### src/hdl/header_field_scan_and_capture_assert.svh
// ----------------------------------------------------------------------------
// header field scan and capture: assertion macros
// Shared concurrent assertion forms used by the block's modules.
// ----------------------------------------------------------------------------
`ifndef HEADER_FIELD_SCAN_AND_CAPTURE_ASSERT_SVH
`define HEADER_FIELD_SCAN_AND_CAPTURE_ASSERT_SVH

// condition holds at every edge out of reset
`define HFSC_ASSERT_ALWAYS(lbl, clk, rstn, cond) \
  lbl: assert property (@(posedge clk) disable iff (!rstn) (cond)) \
    else $error("hfsc: invariant violated");

// consequence holds in the same cycle as the antecedent
`define HFSC_ASSERT_IMP(lbl, clk, rstn, ante, cons) \
  lbl: assert property (@(posedge clk) disable iff (!rstn) (ante) |-> (cons)) \
    else $error("hfsc: implication violated");

// consequence holds in the cycle after the antecedent
`define HFSC_ASSERT_NEXT(lbl, clk, rstn, ante, cons) \
  lbl: assert property (@(posedge clk) disable iff (!rstn) (ante) |=> (cons)) \
    else $error("hfsc: next-cycle implication violated");

`endif

### src/hdl/hfsc_pkg.sv
// ----------------------------------------------------------------------------
// hfsc_pkg
// Types, constants and helpers shared by the header field scan blocks.
// ----------------------------------------------------------------------------
package hfsc_pkg;

  localparam int MAX_PATTERN = 24;
  localparam int PAT_IDX_W   = $clog2(MAX_PATTERN);
  localparam int MAX_CAPTURE = 1024;
  localparam int LIMIT_W     = 11;
  localparam int COUNT_W     = 10;
  localparam int PLEN_W      = 5;
  localparam int QDEPTH      = 4;
  localparam int QAW         = $clog2(QDEPTH);

  localparam logic [7:0] NEWLINE     = 8'h0A;
  localparam logic [7:0] STOP_RESET  = 8'h3E;
  localparam logic [LIMIT_W-1:0] LIMIT_RESET = 11'd256;

  localparam logic [2:0] REG_PAT_LOW   = 3'd0;
  localparam logic [2:0] REG_PAT_MID   = 3'd1;
  localparam logic [2:0] REG_PAT_HIGH  = 3'd2;
  localparam logic [2:0] REG_PAT_LEN   = 3'd3;
  localparam logic [2:0] REG_ONELINE   = 3'd4;
  localparam logic [2:0] REG_STOP_BYTE = 3'd5;
  localparam logic [2:0] REG_INVERT    = 3'd6;
  localparam logic [2:0] REG_LIMIT     = 3'd7;

  typedef enum logic [1:0] {
    PH_IDLE,
    PH_SEARCH,
    PH_CAPTURE,
    PH_FINISHED
  } phase_e;

  typedef enum logic [1:0] {
    ST_BYTE,
    ST_DONE,
    ST_NOT_FOUND,
    ST_ERROR
  } status_e;

  typedef struct packed {
    logic [63:0]         pat_low;
    logic [63:0]         pat_mid;
    logic [63:0]         pat_high;
    logic [PLEN_W-1:0]   pat_len;
    logic                oneline;
    logic [7:0]          stop_byte;
    logic                invert_stop;
    logic [LIMIT_W-1:0]  capture_limit;
  } cfg_t;

  // classified item as it sits in the queue
  typedef struct packed {
    logic [7:0] data_byte;
    logic [7:0] fold_byte;
    logic       eos;
    logic       sos;
    logic       is_nl;
    logic       is_stop;
    logic       match0;
  } item_t;

  function automatic logic [7:0] fold_case(input logic [7:0] b);
    logic [7:0] r;
    r = b;
    if (b >= 8'h41 && b <= 8'h5A) begin
      r = b + 8'h20;
    end
    return r;
  endfunction

endpackage

### src/hdl/hfsc_front.sv
// ----------------------------------------------------------------------------
// hfsc_front
// Accepts input items and classifies each byte before it is queued.
// ----------------------------------------------------------------------------
module hfsc_front (
  input  logic              in_valid_i,
  output logic              in_stall_o,
  input  logic [7:0]        data_byte_i,
  input  logic              end_of_stream_i,
  input  logic              start_of_stream_i,
  input  hfsc_pkg::cfg_t    cfg_i,
  input  logic              q_full_i,
  output logic              push_o,
  output hfsc_pkg::item_t   item_o
);

  logic [7:0] fold_b;

  assign in_stall_o = q_full_i;
  assign push_o     = in_valid_i && !q_full_i;
  assign fold_b     = hfsc_pkg::fold_case(data_byte_i);

  always_comb begin
    item_o.data_byte = data_byte_i;
    item_o.fold_byte = fold_b;
    item_o.eos       = end_of_stream_i;
    item_o.sos       = start_of_stream_i;
    item_o.is_nl     = (data_byte_i == hfsc_pkg::NEWLINE);
    // stop test with optional inversion
    item_o.is_stop   = cfg_i.invert_stop ? (data_byte_i != cfg_i.stop_byte)
                                         : (data_byte_i == cfg_i.stop_byte);
    item_o.match0    = (fold_b == hfsc_pkg::fold_case(cfg_i.pat_low[7:0]));
  end

endmodule

### src/hdl/hfsc_queue.sv
// ----------------------------------------------------------------------------
// hfsc_queue
// Short flop-based queue between the classifying front and the back end.
// ----------------------------------------------------------------------------
`include "header_field_scan_and_capture_assert.svh"

module hfsc_queue (
  input  logic              clk_i,
  input  logic              rst_ni,
  input  logic              push_i,
  input  hfsc_pkg::item_t   item_i,
  output logic              full_o,
  input  logic              pop_i,
  output logic              valid_o,
  output hfsc_pkg::item_t   item_o
);

  hfsc_pkg::item_t            mem_q [hfsc_pkg::QDEPTH];
  logic [hfsc_pkg::QAW-1:0]   wr_ptr_q, wr_ptr_d;
  logic [hfsc_pkg::QAW-1:0]   rd_ptr_q, rd_ptr_d;
  logic [hfsc_pkg::QAW:0]     cnt_q, cnt_d;

  assign full_o  = (cnt_q == (hfsc_pkg::QAW+1)'(hfsc_pkg::QDEPTH));
  assign valid_o = (cnt_q != '0);
  assign item_o  = mem_q[rd_ptr_q];

  always_comb begin
    wr_ptr_d = push_i ? wr_ptr_q + 1'b1 : wr_ptr_q;
    rd_ptr_d = pop_i ? rd_ptr_q + 1'b1 : rd_ptr_q;
    cnt_d    = cnt_q;
    if (push_i && !pop_i) begin
      cnt_d = cnt_q + 1'b1;
    end else if (!push_i && pop_i) begin
      cnt_d = cnt_q - 1'b1;
    end
  end

  always_ff @(posedge clk_i or negedge rst_ni) begin
    if (!rst_ni) begin
      wr_ptr_q <= '0;
      rd_ptr_q <= '0;
      cnt_q    <= '0;
    end else begin
      wr_ptr_q <= wr_ptr_d;
      rd_ptr_q <= rd_ptr_d;
      cnt_q    <= cnt_d;
    end
  end

  always_ff @(posedge clk_i) begin
    if (push_i) begin
      mem_q[wr_ptr_q] <= item_i;
    end
  end

  `HFSC_ASSERT_ALWAYS(a_cnt_bound, clk_i, rst_ni, cnt_q <= (hfsc_pkg::QAW+1)'(hfsc_pkg::QDEPTH))
  `HFSC_ASSERT_IMP(a_pop_nonempty, clk_i, rst_ni, pop_i, cnt_q != '0)
  `HFSC_ASSERT_NEXT(a_push_grows, clk_i, rst_ni, push_i && !pop_i, cnt_q == $past(cnt_q) + 1'b1)

endmodule

### src/hdl/hfsc_back.sv
// ----------------------------------------------------------------------------
// hfsc_back
// Runs the pattern search and field capture on queued items.
// ----------------------------------------------------------------------------
`include "header_field_scan_and_capture_assert.svh"

module hfsc_back (
  input  logic                            clk_i,
  input  logic                            rst_ni,
  input  hfsc_pkg::cfg_t                  cfg_i,
  input  logic                            q_valid_i,
  input  hfsc_pkg::item_t                 q_item_i,
  output logic                            q_pop_o,
  output logic                            out_valid_o,
  input  logic                            out_stall_i,
  output logic [7:0]                      out_byte_o,
  output logic [1:0]                      status_o,
  output logic [hfsc_pkg::COUNT_W-1:0]    captured_length_o,
  output logic                            last_o
);

  localparam int PatBits = 8 * hfsc_pkg::MAX_PATTERN;

  hfsc_pkg::phase_e                  phase_q, phase_d;
  logic [hfsc_pkg::PLEN_W-1:0]       mp_q, mp_d;
  logic [hfsc_pkg::COUNT_W-1:0]      cnt_q, cnt_d;

  logic                              out_valid_q, out_valid_d;
  logic [7:0]                        out_byte_q;
  hfsc_pkg::status_e                 out_status_q;
  logic [hfsc_pkg::COUNT_W-1:0]      out_len_q;
  logic                              out_last_q;

  logic                              res_valid;
  logic [7:0]                        res_byte;
  hfsc_pkg::status_e                 res_status;
  logic [hfsc_pkg::COUNT_W-1:0]      res_len;
  logic                              res_last;

  logic [PatBits-1:0]                pat_flat;
  logic [7:0]                        pat [hfsc_pkg::MAX_PATTERN];
  logic [hfsc_pkg::PLEN_W-1:0]       len;
  logic [hfsc_pkg::LIMIT_W-1:0]      lim;
  logic                              pat0_nl;
  logic                              not_found;
  hfsc_pkg::item_t                   it;

  assign pat_flat = {cfg_i.pat_high, cfg_i.pat_mid, cfg_i.pat_low};

  for (genvar i = 0; i < hfsc_pkg::MAX_PATTERN; i++) begin : g_pat
    assign pat[i] = pat_flat[i*8 +: 8];
  end

  assign pat0_nl = (pat[0] == hfsc_pkg::NEWLINE);
  assign it      = q_item_i;
  assign q_pop_o = q_valid_i && (!out_valid_q || !out_stall_i);

  always_comb begin
    len = cfg_i.pat_len;
    if (cfg_i.pat_len > hfsc_pkg::PLEN_W'(hfsc_pkg::MAX_PATTERN)) begin
      len = hfsc_pkg::PLEN_W'(hfsc_pkg::MAX_PATTERN);
    end
    lim = cfg_i.capture_limit;
    if (cfg_i.capture_limit == '0) begin
      lim = hfsc_pkg::LIMIT_W'(1);
    end else if (cfg_i.capture_limit > hfsc_pkg::LIMIT_W'(hfsc_pkg::MAX_CAPTURE)) begin
      lim = hfsc_pkg::LIMIT_W'(hfsc_pkg::MAX_CAPTURE);
    end
  end

  // next state and result for the item at the queue head
  always_comb begin
    phase_d    = phase_q;
    mp_d       = mp_q;
    cnt_d      = cnt_q;
    res_valid  = 1'b0;
    res_byte   = '0;
    res_status = hfsc_pkg::ST_BYTE;
    res_len    = '0;
    res_last   = 1'b0;
    not_found  = 1'b0;
    if (q_pop_o) begin
      if (it.sos) begin
        phase_d = hfsc_pkg::PH_SEARCH;
        mp_d    = '0;
        cnt_d   = '0;
        // leading newline in the pattern matches the stream start
        if (len != '0 && pat0_nl) begin
          mp_d = hfsc_pkg::PLEN_W'(1);
          if (len == hfsc_pkg::PLEN_W'(1)) begin
            phase_d = hfsc_pkg::PH_CAPTURE;
          end
        end
      end
      case (phase_d)
        hfsc_pkg::PH_SEARCH: begin
          if (len == '0) begin
            not_found = 1'b1;
          end else begin
            if (mp_d >= len) begin
              mp_d = '0;
            end
            if (it.eos) begin
              not_found = 1'b1;
            end else if (cfg_i.oneline && it.is_nl && (mp_d != '0 || !pat0_nl)) begin
              not_found = 1'b1;
            end else if (mp_d == '0) begin
              if (it.match0) begin
                mp_d = hfsc_pkg::PLEN_W'(1);
              end
            end else if (it.fold_byte ==
                         hfsc_pkg::fold_case(pat[mp_d[hfsc_pkg::PAT_IDX_W-1:0]])) begin
              mp_d = mp_d + 1'b1;
            end else begin
              mp_d = '0;
            end
          end
          if (not_found) begin
            phase_d    = hfsc_pkg::PH_FINISHED;
            res_valid  = 1'b1;
            res_status = hfsc_pkg::ST_NOT_FOUND;
            res_last   = 1'b1;
          end else if (mp_d >= len) begin
            phase_d = hfsc_pkg::PH_CAPTURE;
            cnt_d   = '0;
          end
        end
        hfsc_pkg::PH_CAPTURE: begin
          res_valid = 1'b1;
          res_len   = cnt_d;
          if (it.eos) begin
            phase_d    = hfsc_pkg::PH_FINISHED;
            res_status = hfsc_pkg::ST_ERROR;
            res_last   = 1'b1;
          end else if (it.is_stop) begin
            phase_d    = hfsc_pkg::PH_FINISHED;
            res_status = hfsc_pkg::ST_DONE;
            res_last   = 1'b1;
          end else if ({1'b0, cnt_d} + 1'b1 >= lim) begin
            phase_d    = hfsc_pkg::PH_FINISHED;
            res_status = hfsc_pkg::ST_ERROR;
            res_last   = 1'b1;
          end else begin
            cnt_d    = cnt_d + 1'b1;
            res_len  = cnt_d;
            res_byte = it.data_byte;
          end
        end
        default: begin
        end
      endcase
    end
  end

  always_comb begin
    out_valid_d = out_valid_q;
    if (q_pop_o) begin
      out_valid_d = res_valid;
    end else if (!out_stall_i) begin
      out_valid_d = 1'b0;
    end
  end

  always_ff @(posedge clk_i or negedge rst_ni) begin
    if (!rst_ni) begin
      phase_q     <= hfsc_pkg::PH_IDLE;
      mp_q        <= '0;
      cnt_q       <= '0;
      out_valid_q <= 1'b0;
    end else begin
      phase_q     <= phase_d;
      mp_q        <= mp_d;
      cnt_q       <= cnt_d;
      out_valid_q <= out_valid_d;
    end
  end

  always_ff @(posedge clk_i) begin
    if (q_pop_o && res_valid) begin
      out_byte_q   <= res_byte;
      out_status_q <= res_status;
      out_len_q    <= res_len;
      out_last_q   <= res_last;
    end
  end

  assign out_valid_o       = out_valid_q;
  assign out_byte_o        = out_byte_q;
  assign status_o          = out_status_q;
  assign captured_length_o = out_len_q;
  assign last_o            = out_last_q;

  `HFSC_ASSERT_IMP(a_final_is_last, clk_i, rst_ni, out_valid_q && out_status_q != hfsc_pkg::ST_BYTE, out_last_q && out_byte_q == '0)
  `HFSC_ASSERT_IMP(a_byte_counted, clk_i, rst_ni, out_valid_q && out_status_q == hfsc_pkg::ST_BYTE, !out_last_q && out_len_q != '0)
  `HFSC_ASSERT_NEXT(a_byte_keeps_capture, clk_i, rst_ni, q_pop_o && res_valid && res_status == hfsc_pkg::ST_BYTE, phase_q == hfsc_pkg::PH_CAPTURE)

endmodule

### src/hdl/header_field_scan_and_capture.sv
// ----------------------------------------------------------------------------
// header_field_scan_and_capture
// Case-folding pattern search over a byte stream, then capture of the field.
// ----------------------------------------------------------------------------
// a result passes through the queue and then the back end's output register
// throughput: one item per cycle unless stalled, set by the back end's match step
// a four-entry queue lets the input side run on while the output is stalled
// reset clears phase, match position, count, queue and output valid at once
// configuration registers return to their reset values; no clearing pass
module header_field_scan_and_capture (
  input  logic                          clk_i,
  input  logic                          rst_ni,
  input  logic                          in_valid_i,
  output logic                          in_stall_o,
  input  logic [7:0]                    data_byte_i,
  input  logic                          end_of_stream_i,
  input  logic                          start_of_stream_i,
  output logic                          out_valid_o,
  input  logic                          out_stall_i,
  output logic [7:0]                    out_byte_o,
  output logic [1:0]                    status_o,
  output logic [hfsc_pkg::COUNT_W-1:0]  captured_length_o,
  output logic                          last_o,
  input  logic                          cfg_valid_i,
  output logic                          cfg_ready_o,
  input  logic [2:0]                    cfg_index_i,
  input  logic [63:0]                   cfg_data_i
);

  hfsc_pkg::cfg_t   cfg_q, cfg_d;
  hfsc_pkg::item_t  front_item;
  hfsc_pkg::item_t  head_item;
  logic             push;
  logic             q_full;
  logic             q_valid;
  logic             pop;

  assign cfg_ready_o = 1'b1;

  always_comb begin
    cfg_d = cfg_q;
    if (cfg_valid_i && cfg_ready_o) begin
      case (cfg_index_i)
        hfsc_pkg::REG_PAT_LOW:   cfg_d.pat_low       = cfg_data_i;
        hfsc_pkg::REG_PAT_MID:   cfg_d.pat_mid       = cfg_data_i;
        hfsc_pkg::REG_PAT_HIGH:  cfg_d.pat_high      = cfg_data_i;
        hfsc_pkg::REG_PAT_LEN:   cfg_d.pat_len       = cfg_data_i[hfsc_pkg::PLEN_W-1:0];
        hfsc_pkg::REG_ONELINE:   cfg_d.oneline       = cfg_data_i[0];
        hfsc_pkg::REG_STOP_BYTE: cfg_d.stop_byte     = cfg_data_i[7:0];
        hfsc_pkg::REG_INVERT:    cfg_d.invert_stop   = cfg_data_i[0];
        hfsc_pkg::REG_LIMIT:     cfg_d.capture_limit = cfg_data_i[hfsc_pkg::LIMIT_W-1:0];
        default: begin
        end
      endcase
    end
  end

  always_ff @(posedge clk_i or negedge rst_ni) begin
    if (!rst_ni) begin
      cfg_q.pat_low       <= '0;
      cfg_q.pat_mid       <= '0;
      cfg_q.pat_high      <= '0;
      cfg_q.pat_len       <= '0;
      cfg_q.oneline       <= 1'b0;
      cfg_q.stop_byte     <= hfsc_pkg::STOP_RESET;
      cfg_q.invert_stop   <= 1'b0;
      cfg_q.capture_limit <= hfsc_pkg::LIMIT_RESET;
    end else begin
      cfg_q <= cfg_d;
    end
  end

  hfsc_front u_front (
    .in_valid_i        (in_valid_i),
    .in_stall_o        (in_stall_o),
    .data_byte_i       (data_byte_i),
    .end_of_stream_i   (end_of_stream_i),
    .start_of_stream_i (start_of_stream_i),
    .cfg_i             (cfg_q),
    .q_full_i          (q_full),
    .push_o            (push),
    .item_o            (front_item)
  );

  hfsc_queue u_queue (
    .clk_i   (clk_i),
    .rst_ni  (rst_ni),
    .push_i  (push),
    .item_i  (front_item),
    .full_o  (q_full),
    .pop_i   (pop),
    .valid_o (q_valid),
    .item_o  (head_item)
  );

  hfsc_back u_back (
    .clk_i             (clk_i),
    .rst_ni            (rst_ni),
    .cfg_i             (cfg_q),
    .q_valid_i         (q_valid),
    .q_item_i          (head_item),
    .q_pop_o           (pop),
    .out_valid_o       (out_valid_o),
    .out_stall_i       (out_stall_i),
    .out_byte_o        (out_byte_o),
    .status_o          (status_o),
    .captured_length_o (captured_length_o),
    .last_o            (last_o)
  );

endmodule

### config.mk
export PLATFORM = sky130hd
export DESIGN_NAME = header_field_scan_and_capture
export DESIGN_NICKNAME = d
export VERILOG_FILES = /design/src/hdl/hfsc_pkg.sv /design/src/hdl/hfsc_front.sv /design/src/hdl/hfsc_queue.sv /design/src/hdl/hfsc_back.sv /design/src/hdl/header_field_scan_and_capture.sv
export VERILOG_INCLUDE_DIRS = /design/src /design/src/hdl
export SDC_FILE = /design/constraint.sdc
export NUM_CORES = 1
export LEC_CHECK = 0
export BUFFER_PORTS_ARGS = -buffer_cell sky130_fd_sc_hd__buf_2
export CAP_MARGIN = 40
export CELL_PAD_IN_SITES_DETAIL_PLACEMENT = 2
export CELL_PAD_IN_SITES_GLOBAL_PLACEMENT = 2
export CORE_ASPECT_RATIO = 0.6
export CORE_MARGIN = 2
export CORE_UTILIZATION = 40
export CTS_BUF_LIST = sky130_fd_sc_hd__clkbuf_4 sky130_fd_sc_hd__clkbuf_8
export DETAILED_ROUTE_END_ITERATION = 10
export GPL_ROUTABILITY_DRIVEN = 0
export PLACE_DENSITY = 0.82
export SLEW_MARGIN = 5
export SYNTH_ARGS = -nofsm -noshare
export SYNTH_HDL_FRONTEND = slang
export SYNTH_SLANG_ARGS = --single-unit
### constraint.sdc
create_clock -name clk_i -period 17.6 [get_ports clk_i]
set_input_delay 3.52 -clock clk_i [delete_from_list [all_inputs] [get_ports clk_i]]
set_output_delay 3.52 -clock clk_i [all_outputs]
set_load 0.01 [all_outputs]
==> results.txt, run 1 <==
----------------------------------------------------
[Status]
  Run status ... complete, no violations

[Timing]
  Transition time at the pin with the least slew margin ... 0.9846 ns
  Setup repair after global routing missed its margin ... false
  Total negative slack ... 0 ns
  Post-route worst hold slack ... 0.5020 ns
  Maximum clock rate ... 96.56 MHz
  Share of the clock period used by the worst path ... 58.84%
  Worst clock skew on the final layout ... 0.03099 ns
  Number of failing setup endpoints in the final timing report ... 0
  Count of final max-slew check failures ... 0
  Fin. Hold Viols ... 0
  Rel. slew slack ... 34.36%
  Post-layout min period ... 10.36 ns

[Yosys]
  Async set or reset register ratio after synthesis ... 74.09%
  Predominant post-synthesis flop cell ... sky130_fd_sc_hd__dfrtp_1
  Mapped Nets ... 1429
  Yosys warns ... 0
  Post-synthesis sequential area ratio ... 53.08%
  Number of standard cells after synthesis ... 1312
  Synth Cell Area ... 16280 um^2
  Post-synthesis cell type count ... 89
  Number of synthesized flops with an enable pin ... 85
  Count of state elements after synthesis ... 328
  Average size of a mapped cell ... 12.41 um^2

[Route]
  First-pass iteration count of the detailed router ... 5
  Number of routed nets with antenna violations ... 0
  Total via count after detailed routing ... 12228
  Detailed Route WL ... 58.97 mm
  DRC violation total after the first TritonRoute iteration ... 1204
  Vias per cell ... 6.120
  DRC Markers ... 0
  Average wire per standard cell ... 29.52 um

[Pwr]
  Worst IR drop on VDD ... 0.08127 mV
  Power Dens Cells ... 155.5 nW/um^2
  Leakage Power ... 0.007665 uW
  Overall Power ... 2900 uW

[Clock tree]
  Clk buf depth ... 3
  H-tree levels ... 2
  Clock latency reported for the late side of the worst-skew pair ... 0.66 ns
  Root Buffer ... sky130_fd_sc_hd__clkbuf_8
  CTS tree ... done
  Cts-stage hold buffer count ... 0
  Total clock buffers created by CTS ... 52
  Buffers inserted during post-CTS setup optimization ... 0
  Clock slew seen by the registers of the worst setup and hold paths ... 0.06 ns
  TritonCTS sink count ... 328
  Resized Gates After CTS ... 0

[Layout]
  Fraction of final layout cells with drive strength greater than 1 ... 34.01%
  Net count, final ... 1542
  Fin cells ... 1998
  Count of filler cells inserted in the layout ... 3959
  Diodes inserted ... 0
  Area added between synthesis and finish ... 14.57%

[GRT]
  Largest net degree at the start of global routing ... 100
  GRT Util Overall ... 27.93%
  Number of global-route vias before repair ... 13433
  Initial antenna violation count ... 1
  Wire length of the first global-routing pass ... 88.69 mm
  Global route overflow ... 0

[Run]
  Total of max-cap violations ... 0

[Die]
  I/O Pins ... 106
  Effective utilization at floorplan ... 40.40%
  DIE WIDTH ... 264.4 um
  Core area ... 40290 um^2
  Site Rows ... 57
  Overall die height ... 160.3 um
  Die footprint ... 42380 um^2

[Min path]
  Worst Hold Class ... reg -> reg

[Critical path]
  Capturing point of the worst reg2reg path ... u_back.cnt_q[9]
  Slowest cell on the critical path ... sky130_fd_sc_hd__dfrtp_1
  Levels on crit path ... 31
  Kind of end point of the critical path ... flop
  Launching point of the worst reg2reg path ... u_queue.rd_ptr_q[1]
  Most frequent CP cell ... sky130_fd_sc_hd__nand2b_1
  Data required, critical path ... 18.17 ns
  Crit path launch type ... flop
  Highest fanout seen on the critical path ... 26
  End point of the critical path ... u_back.cnt_q[9]
  Worst-case register-to-register setup slack ... 7.24 ns
  WS Path Type ... reg -> reg
  Worst reg2reg path depth ... 31
  CP delay by family, top ... compound AO/OA/AOI/OAI gates
  Data arrival at the endpoint of the critical path ... 10.92 ns
  Highest cell delay on the worst timing path ... 0.99 ns
  Worst setup startpoint ... u_queue.rd_ptr_q[1]
  Total buffers and inverters traversed by the critical path ... 2

[Placed design]
  Number of instances in the placed design ... 1894
  Detailed-placement wirelength estimate ... 40.31 mm
  Count of buffers from port buffering ... 104

----------------------------------------------------
-- kinds of logic (layout without fill, tap and decap cells) --
kind of cell	after synthesis	in the layout	synth area share, %
XOR/XNOR	45	45	2.421
multiplexers	266	266	19.35
adder cells (fa/ha/maj)	35	35	2.736
AND/OR/NAND/NOR	278	278	8.662
other	1	1	0.02304
flip-flops	328	328	53.08
AO/OA/AOI/OAI	250	250	10.88
buffers and inverters	109	264	2.844
-- registers in the layout, summed over array words and instances (netlist names) --
name	flops
u_back.out_valid_o	1
u_back.captured_length_o	10
u_back.out_byte_o	8
u_back.phase_q	2
u_back.status_o	2
u_back.last_o	1
u_back.cnt_q	10
u_queue.mem_q	64
u_queue.rd_ptr_q	2
u_queue.wr_ptr_q	2
cfg_q	218
u_queue.cnt_q	3
u_back.mp_q	5
-- area by class of cell --
type / count / area [um^2] / area share [%]
Inverter: 40 / 150.1 / 0.8050
Tap cell: 531 / 664.4 / 3.562
Clock inverter: 13 / 128.9 / 0.6910
Clock buffer: 83 / 1036 / 5.555
Sequential cell: 328 / 8641 / 46.33
Timing Repair Buffer: 128 / 833.3 / 4.468
Multi-Input combinational cell: 875 / 7197 / 38.59
-- metrics by stage --
step           utilization, %  setup slack (ns)  cell area, um^2
6_report                46.28             7.243            18650
3_5_place_dp            43.14             7.110            17380
4_1_cts                 46.03             6.824            18550
3_3_place_gp            42.87             7.771            17270
2_1_floorplan               -             10.30            16280
5_1_grt                 46.28             6.710            18650
-- worst min-delay path by stage --
stage | start | cells after the start | end | slack (ns)
2_1_floorplan | u_queue.cnt_q[2] | 1 | u_queue.cnt_q[2] | 0.46
3_3_place_gp | u_queue.cnt_q[2] | 1 | u_queue.cnt_q[2] | 0.47
3_5_place_dp | u_queue.cnt_q[2] | 1 | u_queue.cnt_q[2] | 0.49
4_1_cts | u_queue.cnt_q[2] | 1 | u_queue.cnt_q[2] | 0.50
5_1_grt | cfg_q[150] | 1 | cfg_q[150] | 0.52
6_report | u_queue.cnt_q[2] | 1 | u_queue.cnt_q[2] | 0.50
-- report_power, final --
part	internal (uW)	switching, uW	total, uW
Sequential	979	139	1120
Clock	404	341	745
Combinational	397	640	1040
-- synth_stat cells, drive strengths merged, types with 5 or more instances --
cell	n	area share, %
a31oi	13	0.50
a32o	6	0.37
o2111ai	5	0.27
nand4	7	0.27
nand3	26	0.80
a21o	14	0.65
or4	6	0.28
nand2b	9	0.39
nor2	43	0.99
inv	38	0.88
buf	25	0.91
nor3b	6	0.28
and2	11	0.42
mux2	230	16
o22ai	16	0.61
a221o	6	0.37
nor3	22	0.71
nor2b	5	0.21
o32ai	6	0.32
a21boi	5	0.30
and3	19	0.73
xnor2	29	1.6
a21oi	57	1.8
clkbuf	44	1.0
a211oi	11	0.57
mux4	16	2.2
nand2	93	2.2
dfrtp	237	36
o211ai	18	0.83
xor2	16	0.86
edfxtp	85	16
or3	11	0.42
nor4	10	0.46
ha	34	2.6
mux2i	20	1.2
o21ai	42	1.3
dfstp	6	0.97
-- layer usage --
layer / share of wire (%) / vias to the layer above / global-route usage [%]
met4: 3.1 / 0 / 9.065
met2: 45 / 512 / 41.93
met3: 8.5 / 136 / 7.695
met1: 44 / 6457 / 39.19
met5: 0 / - / 0
li1: - / 5123 / -
-- cell usage in the layout (no fill, tap or decap), drive strengths merged, types with 12 or more instances in the layout --
master,Yosys,final
dfrtp,237,237
mux2,230,230
buf,25,126
nand2,93,93
edfxtp,85,85
clkbuf,44,85
a21oi,57,57
nor2,43,43
o21ai,42,42
inv,38,39
ha,34,34
xnor2,29,29
nand3,26,26
nor3,22,22
mux2i,20,20
and3,19,19
o211ai,18,18
xor2,16,16
mux4,16,16
o22ai,16,16
a21o,14,14
a31oi,13,13
clkinv,2,12
No activity file was read; power rests on OpenSTA's default activity.
==> run 2: changes to the inputs <==
--- a/config.mk
+++ b/config.mk
@@ -6,17 +6,18 @@
 export SDC_FILE = /design/constraint.sdc
 export NUM_CORES = 1
 export LEC_CHECK = 0
+export ABC_AREA = 1
 export BUFFER_PORTS_ARGS = -buffer_cell sky130_fd_sc_hd__buf_2
 export CAP_MARGIN = 40
 export CELL_PAD_IN_SITES_DETAIL_PLACEMENT = 2
 export CELL_PAD_IN_SITES_GLOBAL_PLACEMENT = 2
 export CORE_ASPECT_RATIO = 0.6
 export CORE_MARGIN = 2
-export CORE_UTILIZATION = 40
+export CORE_UTILIZATION = 39
 export CTS_BUF_LIST = sky130_fd_sc_hd__clkbuf_4 sky130_fd_sc_hd__clkbuf_8
 export DETAILED_ROUTE_END_ITERATION = 10
 export GPL_ROUTABILITY_DRIVEN = 0
-export PLACE_DENSITY = 0.82
+export PLACE_DENSITY = 0.89
 export SLEW_MARGIN = 5
 export SYNTH_ARGS = -nofsm -noshare
 export SYNTH_HDL_FRONTEND = slang
==> constraint.sdc (replaced) <==
create_clock -name clk_i -period 10.1 [get_ports clk_i]
set_input_delay 2.02 -clock clk_i [delete_from_list [all_inputs] [get_ports clk_i]]
set_output_delay 2.02 -clock clk_i [all_outputs]
set_load 0.01 [all_outputs]
==> run 2 against run 1 <==
Total power is 120% higher. Clock power is 57% higher. Critical endpoint unchanged. Critical path type unchanged. Synthesized area is 2.9% higher.
==> results.txt, run 2 <==
----------------------------------------------------
[Status]
  Run status ... complete, no violations (unchanged)

[Clock tree]
  H-tree levels ... 2 (unchanged)
  Clock latency reported for the late side of the worst-skew pair ... 0.63 ns (was 0.66 ns)
  TritonCTS sink count ... 328 (unchanged)
  Cts-stage hold buffer count ... 0 (unchanged)
  Clock slew seen by the registers of the worst setup and hold paths ... 0.07 ns (was 0.06 ns)
  CTS tree ... done (unchanged)
  Root Buffer ... sky130_fd_sc_hd__clkbuf_8 (unchanged)
  Clk buf depth ... 3 (unchanged)
  Buffers inserted during post-CTS setup optimization ... 0 (unchanged)
  Total clock buffers created by CTS ... 51 (was 52)
  Resized Gates After CTS ... 0 (unchanged)

[Placed design]
  Placement Cell Area ... 17720 um^2 (was 17380 um^2)
  Count of buffers from port buffering ... 104 (unchanged)
  Pre-CTS setup slack ... 1.917 ns (was 7.110 ns)
  Detailed-placement wirelength estimate ... 44.86 mm (was 40.31 mm)

[Yosys]
  Mapped Nets ... 2129 (was 1429)
  Average size of a mapped cell ... 8.322 um^2 (was 12.41 um^2)
  Post-synthesis cell type count ... 53 (was 89)
  Async set or reset register ratio after synthesis ... 74.09% (unchanged)
  Yosys warns ... 0 (unchanged)
  Leading cell types by count after synthesis ... sky130_fd_sc_hd__nand2_1, sky130_fd_sc_hd__o21ai_0, sky130_fd_sc_hd__dfrtp_1 (was sky130_fd_sc_hd__dfrtp_1, sky130_fd_sc_hd__mux2_2, sky130_fd_sc_hd__nand2_1)
  Predominant post-synthesis flop cell ... sky130_fd_sc_hd__dfrtp_1 (unchanged)
  Synth Cell Area ... 16740 um^2 (was 16280 um^2)
  Number of standard cells after synthesis ... 2012 (was 1312)
  Share of the synthesized area in the top cell type ... 35.42% (was 36.43%)
  Count leader, synth ... sky130_fd_sc_hd__nand2_1 (was sky130_fd_sc_hd__dfrtp_1)
  Post-synthesis sequential area ratio ... 51.60% (was 53.08%)
  Count of state elements after synthesis ... 328 (unchanged)
  Number of synthesized flops with an enable pin ... 85 (unchanged)
  Leading post-synthesis cells by cell area ... sky130_fd_sc_hd__dfrtp_1, sky130_fd_sc_hd__edfxtp_1, sky130_fd_sc_hd__nand2_1 (was sky130_fd_sc_hd__dfrtp_1, sky130_fd_sc_hd__mux2_2, sky130_fd_sc_hd__edfxtp_1)
  Biggest area consumer among synthesized cells ... sky130_fd_sc_hd__dfrtp_1 (unchanged)

[Route]
  Total via count after detailed routing ... 15147 (was 12228)
  DRC violation total after the first TritonRoute iteration ... 1315 (was 1204)
  Detailed Route WL ... 64.93 mm (was 58.97 mm)
  Vias per cell ... 5.627 (was 6.120)
  First-pass iteration count of the detailed router ... 5 (unchanged)
  Number of routed nets with antenna violations ... 0 (unchanged)
  Average wire per standard cell ... 24.12 um (was 29.52 um)
  DRC Markers ... 0 (unchanged)

[Pwr]
  Power Dens Cells ... 334.5 nW/um^2 (was 155.5 nW/um^2)
  Worst IR drop on VDD ... 0.1613 mV (was 0.08127 mV)
  Leakage Power ... 0.009060 uW (was 0.007665 uW)

[Timing]
  Worst clock skew on the final layout ... 0.02378 ns (was 0.03099 ns)
  Number of failing setup endpoints in the final timing report ... 0 (unchanged)
  Setup repair after global routing missed its margin ... false (unchanged)
  Maximum clock rate ... 116.7 MHz (was 96.56 MHz)
  Post-layout min period ... 8.567 ns (was 10.36 ns)
  Count of final max-slew check failures ... 0 (unchanged)
  Rel. slew slack ... 25.59% (was 34.36%)
  Transition time at the pin with the least slew margin ... 1.116 ns (was 0.9846 ns)
  Fin. Hold Viols ... 0 (unchanged)
  Share of the clock period used by the worst path ... 84.82% (was 58.84%)
  Worst setup slack after layout ... 1.533 ns (was 7.243 ns)
  Total negative slack ... 0 ns (unchanged)

[Critical path]
  Highest cell delay on the worst timing path ... 0.54 ns (was 0.99 ns)
  Most frequent CP cell ... sky130_fd_sc_hd__nand2_1 (was sky130_fd_sc_hd__nand2b_1)
  Data arrival at the endpoint of the critical path ... 9.02 ns (was 10.92 ns)
  Slowest cell on the critical path ... sky130_fd_sc_hd__dfrtp_1 (unchanged)
  Crit path launch type ... flop (unchanged)
  Total buffers and inverters traversed by the critical path ... 5 (was 2)
  Highest fanout seen on the critical path ... 40 (was 26)
  Kind of end point of the critical path ... flop (unchanged)
  Data required, critical path ... 10.56 ns (was 18.17 ns)
  CP delay by family, top ... simple AND/OR/NAND/NOR gates (was compound AO/OA/AOI/OAI gates)
  WS Path Type ... reg -> reg (unchanged)

[Layout]
  Net count, final ... 2202 (was 1542)
  Final cell area excluding filler cells ... 18740 um^2 (was 18650 um^2)
  Commonest cells after routing, fill and taps aside ... sky130_fd_sc_hd__nand2_1, sky130_fd_sc_hd__o21ai_0, sky130_fd_sc_hd__dfrtp_1 (was sky130_fd_sc_hd__dfrtp_1, sky130_fd_sc_hd__mux2_2, sky130_fd_sc_hd__buf_2)
  Largest registers ... cfg_q (218), u_queue.mem_q (64) (unchanged)
  Area added between synthesis and finish ... 11.92% (was 14.57%)
  Most frequent standard cell in the layout excluding fill and tap cells ... sky130_fd_sc_hd__nand2_1 (was sky130_fd_sc_hd__dfrtp_1)
  Largest reg by FF count ... cfg_q (unchanged)
  Final core utilization ... 44.52% (was 46.28%)
  Fraction of final layout cells with drive strength greater than 1 ... 12.41% (was 34.01%)
  Largest register FFs ... 218 (unchanged)

[Die]
  Overall die height ... 164.5 um (was 160.3 um)
  I/O Pins ... 106 (unchanged)
  Site Rows ... 58 (was 57)
  Effective utilization at floorplan ... 39.78% (was 40.40%)
  Core area ... 42090 um^2 (was 40290 um^2)
  DIE WIDTH ... 271.5 um (was 264.4 um)
  Die footprint ... 44660 um^2 (was 42380 um^2)

[GRT]
  Largest net degree at the start of global routing ... 173 (was 100)
  Wire length of the first global-routing pass ... 101.3 mm (was 88.69 mm)
  GRT Util Overall ... 29.56% (was 27.93%)
  Number of global-route vias before repair ... 16600 (was 13433)
  Global route overflow ... 0 (unchanged)
  Initial antenna violation count ... 3 (was 1)

[Run]
  Total of max-cap violations ... 0 (unchanged)

[Min path]
  Worst Hold Class ... reg -> reg (unchanged)

----------------------------------------------------
==> run 2: through the flow <==
stage          hold slack (ns)  total power (uW)  std cells
6_report                0.4882              6269       2692
5_1_grt                 0.5083              6673       2690
4_1_cts                 0.4874              6224       2690
3_5_place_dp            0.4701              4955       2602
3_3_place_gp            0.4582              4707       2599
2_1_floorplan           0.4444              3874       2012
==> run 2: layout make-up <==
type                            count  area, um^2
Multi-Input combinational cell   1368        6819
Fill cell                        4713       23350
Sequential cell                   328        8641
Timing Repair Buffer              125       748.2
Tap cell                          570       713.2
Antenna cell                        2       5.005
Clock inverter                      9       48.80
Inverter                          211       797.0
Clock buffer                       79       968.4
==> run 2: logic make-up (layout without fill, tap and decap cells) <==
| family | after synthesis | after routing | synth area share, % |
|---|---|---|---|
| compound gates | 397 | 397 | 12.68 |
| xor+xnor | 30 | 30 | 1.569 |
| fa+ha+maj | 35 | 35 | 2.660 |
| buf+inv | 316 | 424 | 7.958 |
| flops | 328 | 328 | 51.60 |
| mux | 1 | 1 | 0.06724 |
| other cells | 1 | 3 | 0.02239 |
| simple gates | 904 | 904 | 23.44 |
==> run 2: where the power goes <==
group	total [uW]	switching, uW	internal (uW)
Sequential	1920	208	1710
Combinational	3170	2330	841
Clock	1170	568	607
==> run 2: layer usage <==
layer	global-route usage (%)	wire length [um]	share of wire [%]	vias up
met5	0	0	0	-
met4	5.519	818	1.3	0
met3	8.709	5288	8.1	71
met2	46.72	29280	45	422
met1	40.67	29540	45	7889
li1	-	-	-	6765
==> run 2: path summary, 6_finish.rpt <==
| path | from | to | slack [ns] | cells after the start |
|---|---|---|---|---|
| worst max register to register | u_queue.rd_ptr_q[0] | u_back.cnt_q[9] | 1.53 | 42 |
| max in group asynchronous | rst_ni | cfg_q[5] | 7.31 | 2 |
| worst min-delay path | cfg_q[95] | cfg_q[95] | 0.49 | 2 |
| min in group asynchronous | rst_ni | cfg_q[69] | 1.32 | 1 |
| worst max-delay path | u_queue.rd_ptr_q[0] | u_back.cnt_q[9] | 1.53 | 42 |
| worst min register to register | cfg_q[95] | cfg_q[95] | 0.49 | 2 |
==> run 2: worst register-to-register path, delay by kind of cell (launching register included) <==
| family | cells | cell delay (ns) |
|---|---|---|
| DFF | 1 | 0.54 |
| AOI/OAI and AO/OA | 8 | 1.12 |
| buffers and inverters | 5 | 1.32 |
| and+or+nand+nor | 27 | 4.78 |
| adders and majority gates | 2 | 0.63 |
==> run 3: changes to the inputs <==
--- a/config.mk
+++ b/config.mk
@@ -13,11 +13,11 @@
 export CELL_PAD_IN_SITES_GLOBAL_PLACEMENT = 2
 export CORE_ASPECT_RATIO = 0.6
 export CORE_MARGIN = 2
-export CORE_UTILIZATION = 39
+export CORE_UTILIZATION = 35
 export CTS_BUF_LIST = sky130_fd_sc_hd__clkbuf_4 sky130_fd_sc_hd__clkbuf_8
 export DETAILED_ROUTE_END_ITERATION = 10
 export GPL_ROUTABILITY_DRIVEN = 0
-export PLACE_DENSITY = 0.89
+export PLACE_DENSITY = 0.85
 export SLEW_MARGIN = 5
 export SYNTH_ARGS = -nofsm -noshare
 export SYNTH_HDL_FRONTEND = slang
==> constraint.sdc (replaced) <==
create_clock -name clk_i -period 7.2 [get_ports clk_i]
set_input_delay 1.44 -clock clk_i [delete_from_list [all_inputs] [get_ports clk_i]]
set_output_delay 1.44 -clock clk_i [all_outputs]
set_load 0.01 [all_outputs]
==> run 3 against run 2 <==
Clock power is 48% higher. Critical path type unchanged. Via count is 1.5% lower. Global-route usage is 3.8 points lower. Critical endpoint is now u_back.cnt_q[3]. Design area is 1.6% higher.
==> results.txt, run 3 (synthesis results as in run 2) <==
----------------------------------------------------
[Status]
  Run status ... complete, no violations (unchanged)

[Clock tree]
  TritonCTS sink count ... 328 (unchanged)
  Clk buf depth ... 3 (unchanged)
  Cts-stage hold buffer count ... 0 (unchanged)
  H-tree levels ... 2 (unchanged)
  Clock latency reported for the late side of the worst-skew pair ... 0.64 ns (was 0.63 ns)
  Clock slew seen by the registers of the worst setup and hold paths ... 0.06 ns (was 0.07 ns)
  Root Buffer ... sky130_fd_sc_hd__clkbuf_8 (unchanged)
  CTS tree ... done (unchanged)
  Total clock buffers created by CTS ... 53 (was 51)

[Die]
  I/O Pins ... 106 (unchanged)
  Die footprint ... 49660 um^2 (was 44660 um^2)
  DIE WIDTH ... 286.4 um (was 271.5 um)
  Core area ... 47550 um^2 (was 42090 um^2)
  Site Rows ... 62 (was 58)
  Overall die height ... 173.4 um (was 164.5 um)
  Effective utilization at floorplan ... 35.21% (was 39.78%)

[GRT]
  Largest net degree at the start of global routing ... 172 (was 173)
  Number of global-route vias before repair ... 16150 (was 16600)
  Initial antenna violation count ... 5 (was 3)
  Global route overflow ... 0 (unchanged)
  Wire length of the first global-routing pass ... 98.58 mm (was 101.3 mm)
  GRT Util Overall ... 25.78% (was 29.56%)

[Critical path]
  Worst reg2reg path depth ... 41 (was 42)
  Slowest cell on the critical path ... sky130_fd_sc_hd__dfrtp_2 (was sky130_fd_sc_hd__dfrtp_1)
  Total buffers and inverters traversed by the critical path ... 6 (was 5)
  WS Path Type ... reg -> reg (unchanged)
  CP delay by family, top ... simple AND/OR/NAND/NOR gates (unchanged)
  Highest cell delay on the worst timing path ... 0.49 ns (was 0.54 ns)
  Data required, critical path ... 7.65 ns (was 10.56 ns)
  Crit path launch type ... flop (unchanged)
  Highest fanout seen on the critical path ... 30 (was 40)
  Most frequent CP cell ... sky130_fd_sc_hd__nand2_1 (unchanged)
  Levels on crit path ... 41 (was 42)
  Data arrival at the endpoint of the critical path ... 7.17 ns (was 9.02 ns)
  Kind of end point of the critical path ... flop (unchanged)
  Worst-case register-to-register setup slack ... 0.48 ns (was 1.53 ns)

[Placed design]
  Number of instances in the placed design ... 2677 (was 2602)
  Placement Cell Area ... 17850 um^2 (was 17720 um^2)
  Count of buffers from port buffering ... 104 (unchanged)
  Detailed-placement wirelength estimate ... 45.57 mm (was 44.86 mm)

[Min path]
  Count of cells along the worst hold path ... 2 (unchanged)
  Worst Hold Class ... reg -> reg (unchanged)

[Route]
  Number of routed nets with antenna violations ... 0 (unchanged)
  First-pass iteration count of the detailed router ... 5 (unchanged)
  DRC violation total after the first TritonRoute iteration ... 1302 (was 1315)
  Total via count after detailed routing ... 14925 (was 15147)
  Average wire per standard cell ... 22.99 um (was 24.12 um)
  DRC Markers ... 0 (unchanged)
  Detailed Route WL ... 63.83 mm (was 64.93 mm)
  Vias per cell ... 5.375 (was 5.627)

[Layout]
  Fin cells ... 2777 (was 2692)
  Area added between synthesis and finish ... 13.74% (was 11.92%)
  Net count, final ... 2212 (was 2202)
  Largest register FFs ... 218 (unchanged)
  Largest registers ... cfg_q (218), u_queue.mem_q (64) (unchanged)
  Most frequent standard cell in the layout excluding fill and tap cells ... sky130_fd_sc_hd__nand2_1 (unchanged)
  Fraction of final layout cells with drive strength greater than 1 ... 13.25% (was 12.41%)
  Final cell area excluding filler cells ... 19050 um^2 (was 18740 um^2)
  Largest reg by FF count ... cfg_q (unchanged)
  Commonest cells after routing, fill and taps aside ... sky130_fd_sc_hd__nand2_1, sky130_fd_sc_hd__o21ai_0, sky130_fd_sc_hd__dfrtp_1 (unchanged)

[Timing]
  Number of failing setup endpoints in the final timing report ... 0 (unchanged)
  Count of final max-slew check failures ... 0 (unchanged)
  Fin. Hold Viols ... 0 (unchanged)
  Transition time at the pin with the least slew margin ... 0.9977 ns (was 1.116 ns)
  Post-layout min period ... 6.722 ns (was 8.567 ns)
  Total negative slack ... 0 ns (unchanged)
  Worst clock skew on the final layout ... 0.03560 ns (was 0.02378 ns)
  Rel. slew slack ... 33.49% (was 25.59%)
  Maximum clock rate ... 148.8 MHz (was 116.7 MHz)
  Share of the clock period used by the worst path ... 93.36% (was 84.82%)

[Pwr]
  Switching part of the total ... 48.39% (was 49.57%)
  Overall Power ... 8894 uW (was 6269 uW)
  Relative contribution of the clock network to total power ... 19.5% (was 18.7%)
  Power Dens Cells ... 467.0 nW/um^2 (was 334.5 nW/um^2)
  Net Switching ... 4304 uW (was 3108 uW)
  Leakage Power ... 0.009161 uW (was 0.009060 uW)
  Power share of the combinational group ... 50.1% (was 50.6%)
  Worst IR drop on VDD ... 0.2522 mV (was 0.1613 mV)
  P_int ... 4590 uW (was 3161 uW)
  Share of total power in sequential cells ... 30.4% (was 30.7%)

[Run]
  Total of max-cap violations ... 0 (unchanged)

----------------------------------------------------
-- run 3: worst paths after layout --
kind,start,to
min in group asynchronous,rst_ni,cfg_q[148]
max in group asynchronous,rst_ni,cfg_q[28]
hold reg to reg,cfg_q[42],cfg_q[42]
hold / removal,cfg_q[42],cfg_q[42]
setup / recovery,u_queue.rd_ptr_q[0],u_back.cnt_q[3]
setup reg to reg,u_queue.rd_ptr_q[0],u_back.cnt_q[3]
-- run 3: metrics by stage --
| step | setup WS (ns) | utilization (%) | hold slack, ns |
|---|---|---|---|
| floorplan | 2.095 | - | 0.4444 |
| global placement | 0.5986 | 37.40 | 0.4598 |
| detailed placement | 0.1456 | 37.54 | 0.4707 |
| CTS | 0.03297 | 39.88 | 0.4931 |
| global route | -0.007705 | 40.05 | 0.5103 |
| finish | 0.4784 | 40.05 | 0.4852 |
-- run 3: metal layers --
metal	vias up	wire, um	GRT usage [%]
met3	64	5262	7.513
met4	2	708	4.407
met1	7673	30660	38.23
li1	6787	-	-
met2	399	27190	37.50
met5	-	14	0
-- run 3: power groups by stage --
stage	combinational, uW	clock, uW	sequential, uW
2_1_floorplan	2800	0	2630
3_3_place_gp	3990	0	2690
3_5_place_dp	4240	0	2720
4_1_cts	4290	1770	2700
5_1_grt	4920	1850	2750
6_report	4450	1730	2710
-- run 3: cell type report --
cell class | instances | area [um^2]
Fill cell | 5350 | 28510
Multi-Input combinational cell | 1369 | 6858
Timing Repair Buffer | 132 | 824.5
Clock inverter | 12 | 60.06
Sequential cell | 328 | 8643
Tap cell | 640 | 800.8
Inverter | 211 | 807.0
Antenna cell | 1 | 2.502
Clock buffer | 84 | 1050
-- run 3: worst register-to-register path, delay by kind of cell, from the launching register on --
family | cells | cell delay (ns)
AOI/OAI and AO/OA | 8 | 0.93
adders and majority gates | 3 | 0.90
buffers and inverters | 6 | 0.75
DFF | 1 | 0.49
and+or+nand+nor | 24 | 3.47
-- run 3: timing repair --
| action | 4_1_cts | 5_1_grt |
|---|---|---|
| setup buffers | 0 | 2 |
| resized for setup | 0 | 19 |
| setup endpoints to repair | 0 | 12 |
